**src/hdl/assert_macros.svh**
```systemverilog
// Assertion macros used by the top-level RTL file.
`ifndef ASSERT_MACROS_SVH
`define ASSERT_MACROS_SVH

// Implication checked on every rising clock edge outside reset.
`define ASSERT_IMPL(lbl, clk, rst, ante, cons) \
   lbl: assert property (@(posedge clk) disable iff (rst) (ante) |-> (cons)) \
      else $error("assertion failed: implication");

// Implication whose consequence is checked in the cycle after the antecedent.
`define ASSERT_NEXT(lbl, clk, rst, ante, cons) \
   lbl: assert property (@(posedge clk) disable iff (rst) (ante) |=> (cons)) \
      else $error("assertion failed: next-cycle implication");

`endif

```
**src/hdl/ucd_pkg.sv**
```systemverilog
// Shared constants, types and state encoding for the decimal ASCII converter.
package ucd_pkg;

   // Width of the binary input value.
   localparam int unsigned VALUE_BITS = 32;
   // Decimal digits needed for the largest value: floor(bits * log10(2)) + 1.
   localparam int unsigned DIGITS     = (VALUE_BITS * 1233) / 4096 + 1;
   localparam int unsigned DIGIT_W    = 4;
   localparam int unsigned CHAR_W     = 6;
   localparam int unsigned BIT_CNT_W  = $clog2(VALUE_BITS + 1);
   localparam int unsigned DIG_CNT_W  = $clog2(DIGITS + 1);

   localparam logic [CHAR_W-1:0]  ASCII_ZERO = 6'd48;
   localparam logic [DIGIT_W-1:0] BCD_FIVE   = 4'd5;
   localparam logic [DIGIT_W-1:0] BCD_THREE  = 4'd3;
   localparam logic [DIGIT_W-1:0] BCD_NINE   = 4'd9;

   typedef logic [DIGIT_W-1:0] bcd_type;

   // Per-cycle command broadcast to every digit cell.
   typedef struct packed {
      logic clear;   // start a new number
      logic conv;    // one double-dabble step
      logic move;    // digits move one cell toward the top
   } cell_ctl_type;

   typedef enum logic [1:0] {
      ST_IDLE,
      ST_CONV,
      ST_SKIP,
      ST_EMIT
   } state_type;

endpackage

```
**src/hdl/ucd_if.sv**
```systemverilog
// Request and response channel interfaces of the decimal ASCII converter.
interface ucd_req_if;
   logic                            valid;
   logic                            ready;
   logic [ucd_pkg::VALUE_BITS-1:0]  value;

   modport source (output valid, output value, input ready);
   modport sink   (input valid, input value, output ready);
endinterface

interface ucd_rsp_if;
   logic                        valid;
   logic                        ready;
   logic [ucd_pkg::CHAR_W-1:0]  digit_char;
   logic                        last_digit;

   modport source (output valid, output digit_char, output last_digit, input ready);
   modport sink   (input valid, input digit_char, input last_digit, output ready);
endinterface

```
**src/hdl/u32_to_decimal_ascii.sv**
```systemverilog
// Top level: converts one unsigned binary value per request to decimal ASCII characters.
//
// Each request carries a 32-bit unsigned value; the block returns its decimal
// text one ASCII character per response, most significant digit first, with
// leading zeros dropped ('0' alone for zero) and last_digit set on the final
// character. A value runs through 32 double-dabble steps in a row of ten BCD
// digit cells, one input bit per cycle, then the leading zeros move out of
// the top cell, then the characters are emitted, each as soon as the output
// register is free.
// A new request is taken as soon as the last character is in the output
// register, even if that character has not yet been taken.
`include "assert_macros.svh"

module u32_to_decimal_ascii (
   input  logic           clock,
   input  logic           reset,
   ucd_req_if.sink        req_if,
   ucd_rsp_if.source      rsp_if
);

   ucd_pkg::state_type                 state_ff, state_in;
   logic [ucd_pkg::VALUE_BITS-1:0]     bin_ff, bin_in;
   logic [ucd_pkg::BIT_CNT_W-1:0]      bit_cnt_ff, bit_cnt_in;
   logic [ucd_pkg::DIG_CNT_W-1:0]      dig_cnt_ff, dig_cnt_in;
   logic                               rsp_valid_ff, rsp_valid_in;
   logic [ucd_pkg::CHAR_W-1:0]         rsp_char_ff, rsp_char_in;
   logic                               rsp_last_ff, rsp_last_in;

   ucd_pkg::cell_ctl_type              ctl;
   logic                               carry [ucd_pkg::DIGITS-1:0];
   ucd_pkg::bcd_type                   dig   [ucd_pkg::DIGITS-1:0];
   logic                               top_carry;
   ucd_pkg::bcd_type                   top_digit;
   logic                               slot_free;

   // Digit cell chain: carries move up during conversion, digits move up
   // during output so the top cell always holds the next character.
   assign carry[0] = bin_ff[ucd_pkg::VALUE_BITS-1];

   for (genvar i = 0; i < ucd_pkg::DIGITS; i++) begin : g_cell
      ucd_pkg::bcd_type prev;
      logic             cout;

      if (i == 0) begin : g_first
         assign prev = '0;
      end else begin : g_rest
         assign prev = dig[i-1];
      end

      if (i == ucd_pkg::DIGITS - 1) begin : g_top
         assign top_carry = cout;
      end else begin : g_mid
         assign carry[i+1] = cout;
      end

      ucd_cell u_cell (
         .clock      (clock),
         .ctl        (ctl),
         .carry_in   (carry[i]),
         .prev_digit (prev),
         .carry_out  (cout),
         .digit_out  (dig[i])
      );
   end

   assign top_digit = dig[ucd_pkg::DIGITS-1];
   assign slot_free = !rsp_valid_ff || rsp_if.ready;

   // Sequencer: load, convert, skip leading zeros, emit characters.
   always_comb begin
      state_in      = state_ff;
      bin_in        = bin_ff;
      bit_cnt_in    = bit_cnt_ff;
      dig_cnt_in    = dig_cnt_ff;
      rsp_valid_in  = rsp_valid_ff && !rsp_if.ready;
      rsp_char_in   = rsp_char_ff;
      rsp_last_in   = rsp_last_ff;
      ctl           = '0;
      req_if.ready  = 1'b0;

      case (state_ff)
         ucd_pkg::ST_IDLE: begin
            // no request is taken while reset is held
            req_if.ready = !reset;
            if (req_if.valid && !reset) begin
               bin_in     = req_if.value;
               bit_cnt_in = ucd_pkg::BIT_CNT_W'(ucd_pkg::VALUE_BITS);
               ctl.clear  = 1'b1;
               state_in   = ucd_pkg::ST_CONV;
            end
         end
         ucd_pkg::ST_CONV: begin
            ctl.conv   = 1'b1;
            bin_in     = bin_ff << 1;
            bit_cnt_in = bit_cnt_ff - 1'b1;
            if (bit_cnt_ff == ucd_pkg::BIT_CNT_W'(1)) begin
               dig_cnt_in = ucd_pkg::DIG_CNT_W'(ucd_pkg::DIGITS);
               state_in   = ucd_pkg::ST_SKIP;
            end
         end
         ucd_pkg::ST_SKIP: begin
            // drop leading zeros, keeping at least one digit
            if (top_digit == '0 && dig_cnt_ff > ucd_pkg::DIG_CNT_W'(1)) begin
               ctl.move   = 1'b1;
               dig_cnt_in = dig_cnt_ff - 1'b1;
            end else begin
               state_in = ucd_pkg::ST_EMIT;
            end
         end
         ucd_pkg::ST_EMIT: begin
            if (slot_free) begin
               rsp_valid_in = 1'b1;
               rsp_char_in  = ucd_pkg::ASCII_ZERO + {2'b00, top_digit};
               rsp_last_in  = (dig_cnt_ff == ucd_pkg::DIG_CNT_W'(1));
               ctl.move     = 1'b1;
               dig_cnt_in   = dig_cnt_ff - 1'b1;
               if (dig_cnt_ff == ucd_pkg::DIG_CNT_W'(1)) begin
                  state_in = ucd_pkg::ST_IDLE;
               end
            end
         end
         default: begin
            state_in = ucd_pkg::ST_IDLE;
         end
      endcase
   end

   // Control registers
   always_ff @(posedge clock) begin
      if (reset) begin
         state_ff     <= ucd_pkg::ST_IDLE;
         rsp_valid_ff <= 1'b0;
      end else begin
         state_ff     <= state_in;
         rsp_valid_ff <= rsp_valid_in;
      end
   end

   // Datapath registers
   always_ff @(posedge clock) begin
      bin_ff      <= bin_in;
      bit_cnt_ff  <= bit_cnt_in;
      dig_cnt_ff  <= dig_cnt_in;
      rsp_char_ff <= rsp_char_in;
      rsp_last_ff <= rsp_last_in;
   end

   assign rsp_if.valid      = rsp_valid_ff;
   assign rsp_if.digit_char = rsp_char_ff;
   assign rsp_if.last_digit = rsp_last_ff;

   // Checks
   `ASSERT_IMPL(a_no_overflow, clock, reset, state_ff == ucd_pkg::ST_CONV, !top_carry)
   `ASSERT_IMPL(a_top_is_bcd, clock, reset,
      state_ff == ucd_pkg::ST_SKIP || state_ff == ucd_pkg::ST_EMIT,
      top_digit <= ucd_pkg::BCD_NINE && dig_cnt_ff != '0)
   `ASSERT_IMPL(a_char_range, clock, reset, rsp_valid_ff,
      rsp_char_ff >= ucd_pkg::ASCII_ZERO &&
      rsp_char_ff <= ucd_pkg::ASCII_ZERO + ucd_pkg::CHAR_W'(ucd_pkg::BCD_NINE))
   `ASSERT_NEXT(a_last_ends, clock, reset,
      state_ff == ucd_pkg::ST_EMIT && slot_free && dig_cnt_ff == ucd_pkg::DIG_CNT_W'(1),
      state_ff == ucd_pkg::ST_IDLE && rsp_valid_ff && rsp_last_ff)

endmodule

```
**src/hdl/ucd_cell.sv**
```systemverilog
// One BCD digit cell of the double-dabble chain.
module ucd_cell (
   input  logic                  clock,
   input  ucd_pkg::cell_ctl_type ctl,
   input  logic                  carry_in,
   input  ucd_pkg::bcd_type      prev_digit,
   output logic                  carry_out,
   output ucd_pkg::bcd_type      digit_out
);

   ucd_pkg::bcd_type dig_ff;
   ucd_pkg::bcd_type dig_in;
   ucd_pkg::bcd_type adj;

   // Add three when the digit would pass nine after doubling.
   assign adj = (dig_ff >= ucd_pkg::BCD_FIVE) ? dig_ff + ucd_pkg::BCD_THREE : dig_ff;

   always_comb begin
      dig_in = dig_ff;
      if (ctl.clear) begin
         dig_in = '0;
      end else if (ctl.conv) begin
         dig_in = {adj[ucd_pkg::DIGIT_W-2:0], carry_in};
      end else if (ctl.move) begin
         dig_in = prev_digit;
      end
   end

   always_ff @(posedge clock) begin
      dig_ff <= dig_in;
   end

   assign carry_out = adj[ucd_pkg::DIGIT_W-1];
   assign digit_out = dig_ff;

endmodule

```
**src/flat_wrapper.sv**
```systemverilog
// flat-port wrapper written by rule: the top's interface ports become plain ports
module u32_to_decimal_ascii_flat 
  (clock, reset, req_if_valid, req_if_value, req_if_ready, rsp_if_valid, rsp_if_digit_char, rsp_if_last_digit, rsp_if_ready);
  ucd_req_if req_if_i ();
  ucd_rsp_if rsp_if_i ();
  input  logic clock;
  input  logic reset;
  input wire logic [$bits(req_if_i.valid)-1:0] req_if_valid;
  input wire logic [$bits(req_if_i.value)-1:0] req_if_value;
  output wire logic [$bits(req_if_i.ready)-1:0] req_if_ready;
  output wire logic [$bits(rsp_if_i.valid)-1:0] rsp_if_valid;
  output wire logic [$bits(rsp_if_i.digit_char)-1:0] rsp_if_digit_char;
  output wire logic [$bits(rsp_if_i.last_digit)-1:0] rsp_if_last_digit;
  input wire logic [$bits(rsp_if_i.ready)-1:0] rsp_if_ready;
  assign req_if_i.valid = req_if_valid;
  assign req_if_i.value = req_if_value;
  assign req_if_ready = req_if_i.ready;
  assign rsp_if_valid = rsp_if_i.valid;
  assign rsp_if_digit_char = rsp_if_i.digit_char;
  assign rsp_if_last_digit = rsp_if_i.last_digit;
  assign rsp_if_i.ready = rsp_if_ready;
  u32_to_decimal_ascii u_core (.clock(clock), .reset(reset), .req_if(req_if_i), .rsp_if(rsp_if_i));
endmodule
```
**config.mk**
```make
export PLATFORM = sky130hd
export DESIGN_NAME = u32_to_decimal_ascii_flat
export DESIGN_NICKNAME = d
export VERILOG_FILES = /design/src/hdl/ucd_pkg.sv /design/src/hdl/ucd_if.sv /design/src/hdl/u32_to_decimal_ascii.sv /design/src/hdl/ucd_cell.sv /design/src/flat_wrapper.sv
export VERILOG_INCLUDE_DIRS = /design/src /design/src/hdl
export SDC_FILE = /design/constraint.sdc
export NUM_CORES = 1
export LEC_CHECK = 0
export ABC_CLOCK_PERIOD_IN_PS = 7600
export BUFFER_PORTS_ARGS = -buffer_cell sky130_fd_sc_hd__buf_2
export CORE_MARGIN = 2
export CORE_UTILIZATION = 53
export CTS_BUF_LIST = sky130_fd_sc_hd__clkbuf_8
export DETAILED_ROUTE_END_ITERATION = 12
export PLACE_DENSITY = 0.71
export SYNTH_ARGS = -nofsm -noshare
export SYNTH_HDL_FRONTEND = slang
export SYNTH_SLANG_ARGS = --single-unit
```
**constraint.sdc**
```tcl
create_clock -name clock -period 7.6 [get_ports clock]
set_input_delay 1.14 -clock clock [delete_from_list [all_inputs] [get_ports clock]]
set_output_delay 1.14 -clock clock [all_outputs]
set_load 0.05 [all_outputs]
```
==> impl_results.md <==
- Worst Path Buf+Inv: 1
- Max_cap viols: 0
- Met2 wire len: 4100 um
- Most common cell after layout, fill and taps aside: a21oi_1
- Most frequent cells in the layout: 50 x a21oi_1, 47 x edfxtp_1, 43 x dfxtp_1
- Met3 wire len: 327 um
- Number of CTS-inserted buffers: 9
- Die Wd: 103 um
- Crit path max-delay cell type: and2_2
- Family with the most delay on the worst path: simple AND/OR/NAND/NOR gates
- Synth warn: 0
- Crit. Startpoint: reset
- Crit path max fanout: 41
- RSZ-0062 raised after global routing: no
- Wl on met1: 4260 um
- Critical Path RT: 7560 ps
- Worst R2R Setup Slack: 4730 ps
- Worst-skew pair later-pin latency: 350 ps
- Post-synthesis mux area share: 0.122
- Post-route insts no fill: 667
- P_sw: 959 uW
- Nets: 595
- Top_reg_cell synth: edfxtp_1
- Total GRT Usage: 0.179
- CP peak stage delay: 850 ps
- Comb pwr share: 0.494
- Initial DRC Count: 271
- Worst Reg2Reg Path Length in Cells: 5
- Setup Skew: 13.4 ps
- Largest family of logic cells by synthesized area: compound AO/OA/AOI/OAI gates
- Synth Area in Adders: 0.0727
- Routability congestion estimate: 0.817
- DR vias/cell: 5.40
- First-pass GRT wire length: 15400 um
- Final worst path period share: 0.383
- Stages on worst setup path: 4
- Top Metal Used: met4
- Worst-Margin Slew: 1160 ps
- Worst Hold Class: register to register
- Complex-gate fraction of the synthesized area: 0.157
- Area grow syn2layout: 8.19%
- # resized after CTS: 0
- EDFF count, synth: 47
- Finished Cell Area: 0.00559 sq mm
- Peak VDD IR: 0.219 mV
- Hold slack: 466 ps
- Post-Synth Simple-Gate Area: 0.122
- Reg2Reg Launch Point: u_core.state_ff[1]
- Status: finished, final reports clean
- Post-synthesis sequential area ratio: 0.440
- Mapped Avg Cell Area: 10.3 sq um
- Flop pwr share: 0.371
- Pre-Repair DR Iteration Count: 4
- Vias in the first global route: 3487
- Setup TNS: 0 ps
- Arr. time, crit path: 2880 ps
- Cts hold-fix bufs: 0
- Routed vias: 3603
- Io pins: 45
- WL/cell: 13.2 um
- Mapped cell area: 0.00516 sq mm
- Max transition margin: 0.227
- Final min period: 2910 ps
- Setup crit start kind: input port
- PD cells: 414 mW/mm^2
- Worst-case clock buffer depth: 2
- Root buffer cell: clkbuf_8
- Starting density of the core: 0.538
- Final hold vios: 0
- Final wirelength: 8790 um
- Synth cell types: 42
- #FFs+latches synth: 90
- GRT Residual Overflow: 0
- Capturing point of the worst reg2reg path: u_core.bin_ff[6]
- Internal: 1.35 mW
- Total power: 2.31 mW
- Residual DRC count: 0
- H-tree depth: 3
- Leak pwr: 2.03 nW
- Fmax: 343 MHz
- CTS Sinks: 90
- Critical Path End: u_core.bin_ff[6]
- Ratio of cells with drive above 1 in the final layout: 0.208
- CP Capture Type: register
- Die height: 103 um
- Row cnt: 36
- Crit path kind: input port to register
- Pin count of the biggest net entering global routing: 67
- Fill cell count: 845
- Final setup viols: 0
- Asr flop ratio synth: 0
- Die area: 0.0106 sq mm
- HPWL after DPL: 5820 um
- Mapped Cells: 501
- Area of the core: 0.00959 sq mm
- Initial antenna violation count: 0
- Slew Limit Fails: 0
- Switch share: 0.415
- Setup repair bufs after CTS: 0
- Antenna Cells: 0
- XOR/XNOR share of the synthesized area: 0.0271
- IO buf count: 42
- Detail Route Antenna Nets: 0
- Placed cell count: 651
- Crit-path cells: buf_2 -> nor2b_1 -> and2_2 -> o21bai_4
- Placed cell area: 0.00540 sq mm
- Clock power share: 0.135
- Worst-path clk slew: 90 ps
- CTS tree: built
==> cells in the mapped netlist (all sizes together), types with 2 or more instances <==
cell      n  share of area
mux2i    28          0.054
a32oi     5         0.0085
a211oi   28          0.058
inv      33          0.024
nand2b   17          0.021
nor4b     2         0.0034
buf      21          0.030
nor2     42          0.031
clkbuf    6         0.0044
ha       30          0.073
xnor2    15          0.025
mux2     31          0.068
nor2b     3         0.0036
nor3      3         0.0029
o2111ai   5         0.0085
a21oi    50          0.048
nand3    11          0.011
and2      2         0.0024
nand2    38          0.028
o21ai    15          0.015
nor3b    11          0.017
edfxtp   47           0.27
a211o     4         0.0068
dfxtp    43           0.17
==> worst register-to-register path, stage by stage, from the launching register on <==
cell and delay (ps):
dfxtp_1 360, inv_1 170, ha_1 290, nor2b_1 180, and2_2 850, o21bai_4 610
==> registers in the layout (all words and copies together), names as in the netlist <==
name	count
u_core.bit_cnt_ff	6
u_core.rsp_if.last_digit	1
u_core.rsp_if.digit_char	4
u_core.g_cell.u_cell.digit_out	40
u_core.rsp_if.valid	1
u_core.state_ff	2
u_core.dig_cnt_ff	4
u_core.bin_ff	32
==> power groups by stage <==
stage	Clock, mW	Combinational [mW]	Sequential (mW)
after global placement	0	1.12	0.860
after global routing	0.340	1.29	0.882
after CTS	0.321	1.15	0.855
after detailed placement	0	1.15	0.866
final	0.312	1.14	0.857
after floorplan	0	1.03	0.829
==> routing by layer <==
layer / GRT usage / vias to the layer above
met4: 0.0533 / 0
met2: 0.297 / 56
met3: 0.0292 / 8
met5: 0 / -
li1: - / 1841
met1: 0.243 / 1698
==> stage by stage <==
stage | utilization | setup slack, ps
after floorplan | - | 3940
after global placement | 0.563 | 4350
final | 0.582 | 4690
after detailed placement | 0.563 | 4310
after CTS | 0.582 | 4690
after global routing | 0.582 | 4510
==> cell type report <==
class	instances	area [sq um]	share of cell area
Tap cell	133	166	0.0298
Clock buffer	9	124	0.0222
Multi-Input combinational cell	352	2620	0.469
Sequential cell	90	2270	0.407
Timing Repair Buffer	43	218	0.0390
Inverter	33	124	0.0222
Clock inverter	7	63.8	0.0114
==> kinds of logic after synthesis <==
kind of cell    count (synthesis)
xor+xnor                       16
other cells                     1
mux                            59
compound gates                114
flops                          90
buf+inv                        60
fa+ha+maj                      30
simple gates                  131
==> how the worst min path moves through the flow <==
| stage | start | end | slack, ps | cells past startpoint |
|---|---|---|---|---|
| floorplan | u_core.g_cell[9].u_cell.digit_out[1] | u_core.rsp_if.digit_char[1] | 430 | 0 |
| global placement | u_core.g_cell[9].u_cell.digit_out[1] | u_core.rsp_if.digit_char[1] | 460 | 0 |
| detailed placement | u_core.g_cell[9].u_cell.digit_out[1] | u_core.rsp_if.digit_char[1] | 460 | 0 |
| CTS | u_core.g_cell[9].u_cell.digit_out[1] | u_core.rsp_if.digit_char[1] | 470 | 0 |
| global route | u_core.g_cell[9].u_cell.digit_out[1] | u_core.rsp_if.digit_char[1] | 490 | 0 |
| finish | u_core.g_cell[9].u_cell.digit_out[1] | u_core.rsp_if.digit_char[1] | 470 | 0 |
Note: power is estimated with default switching activity, not from simulation.
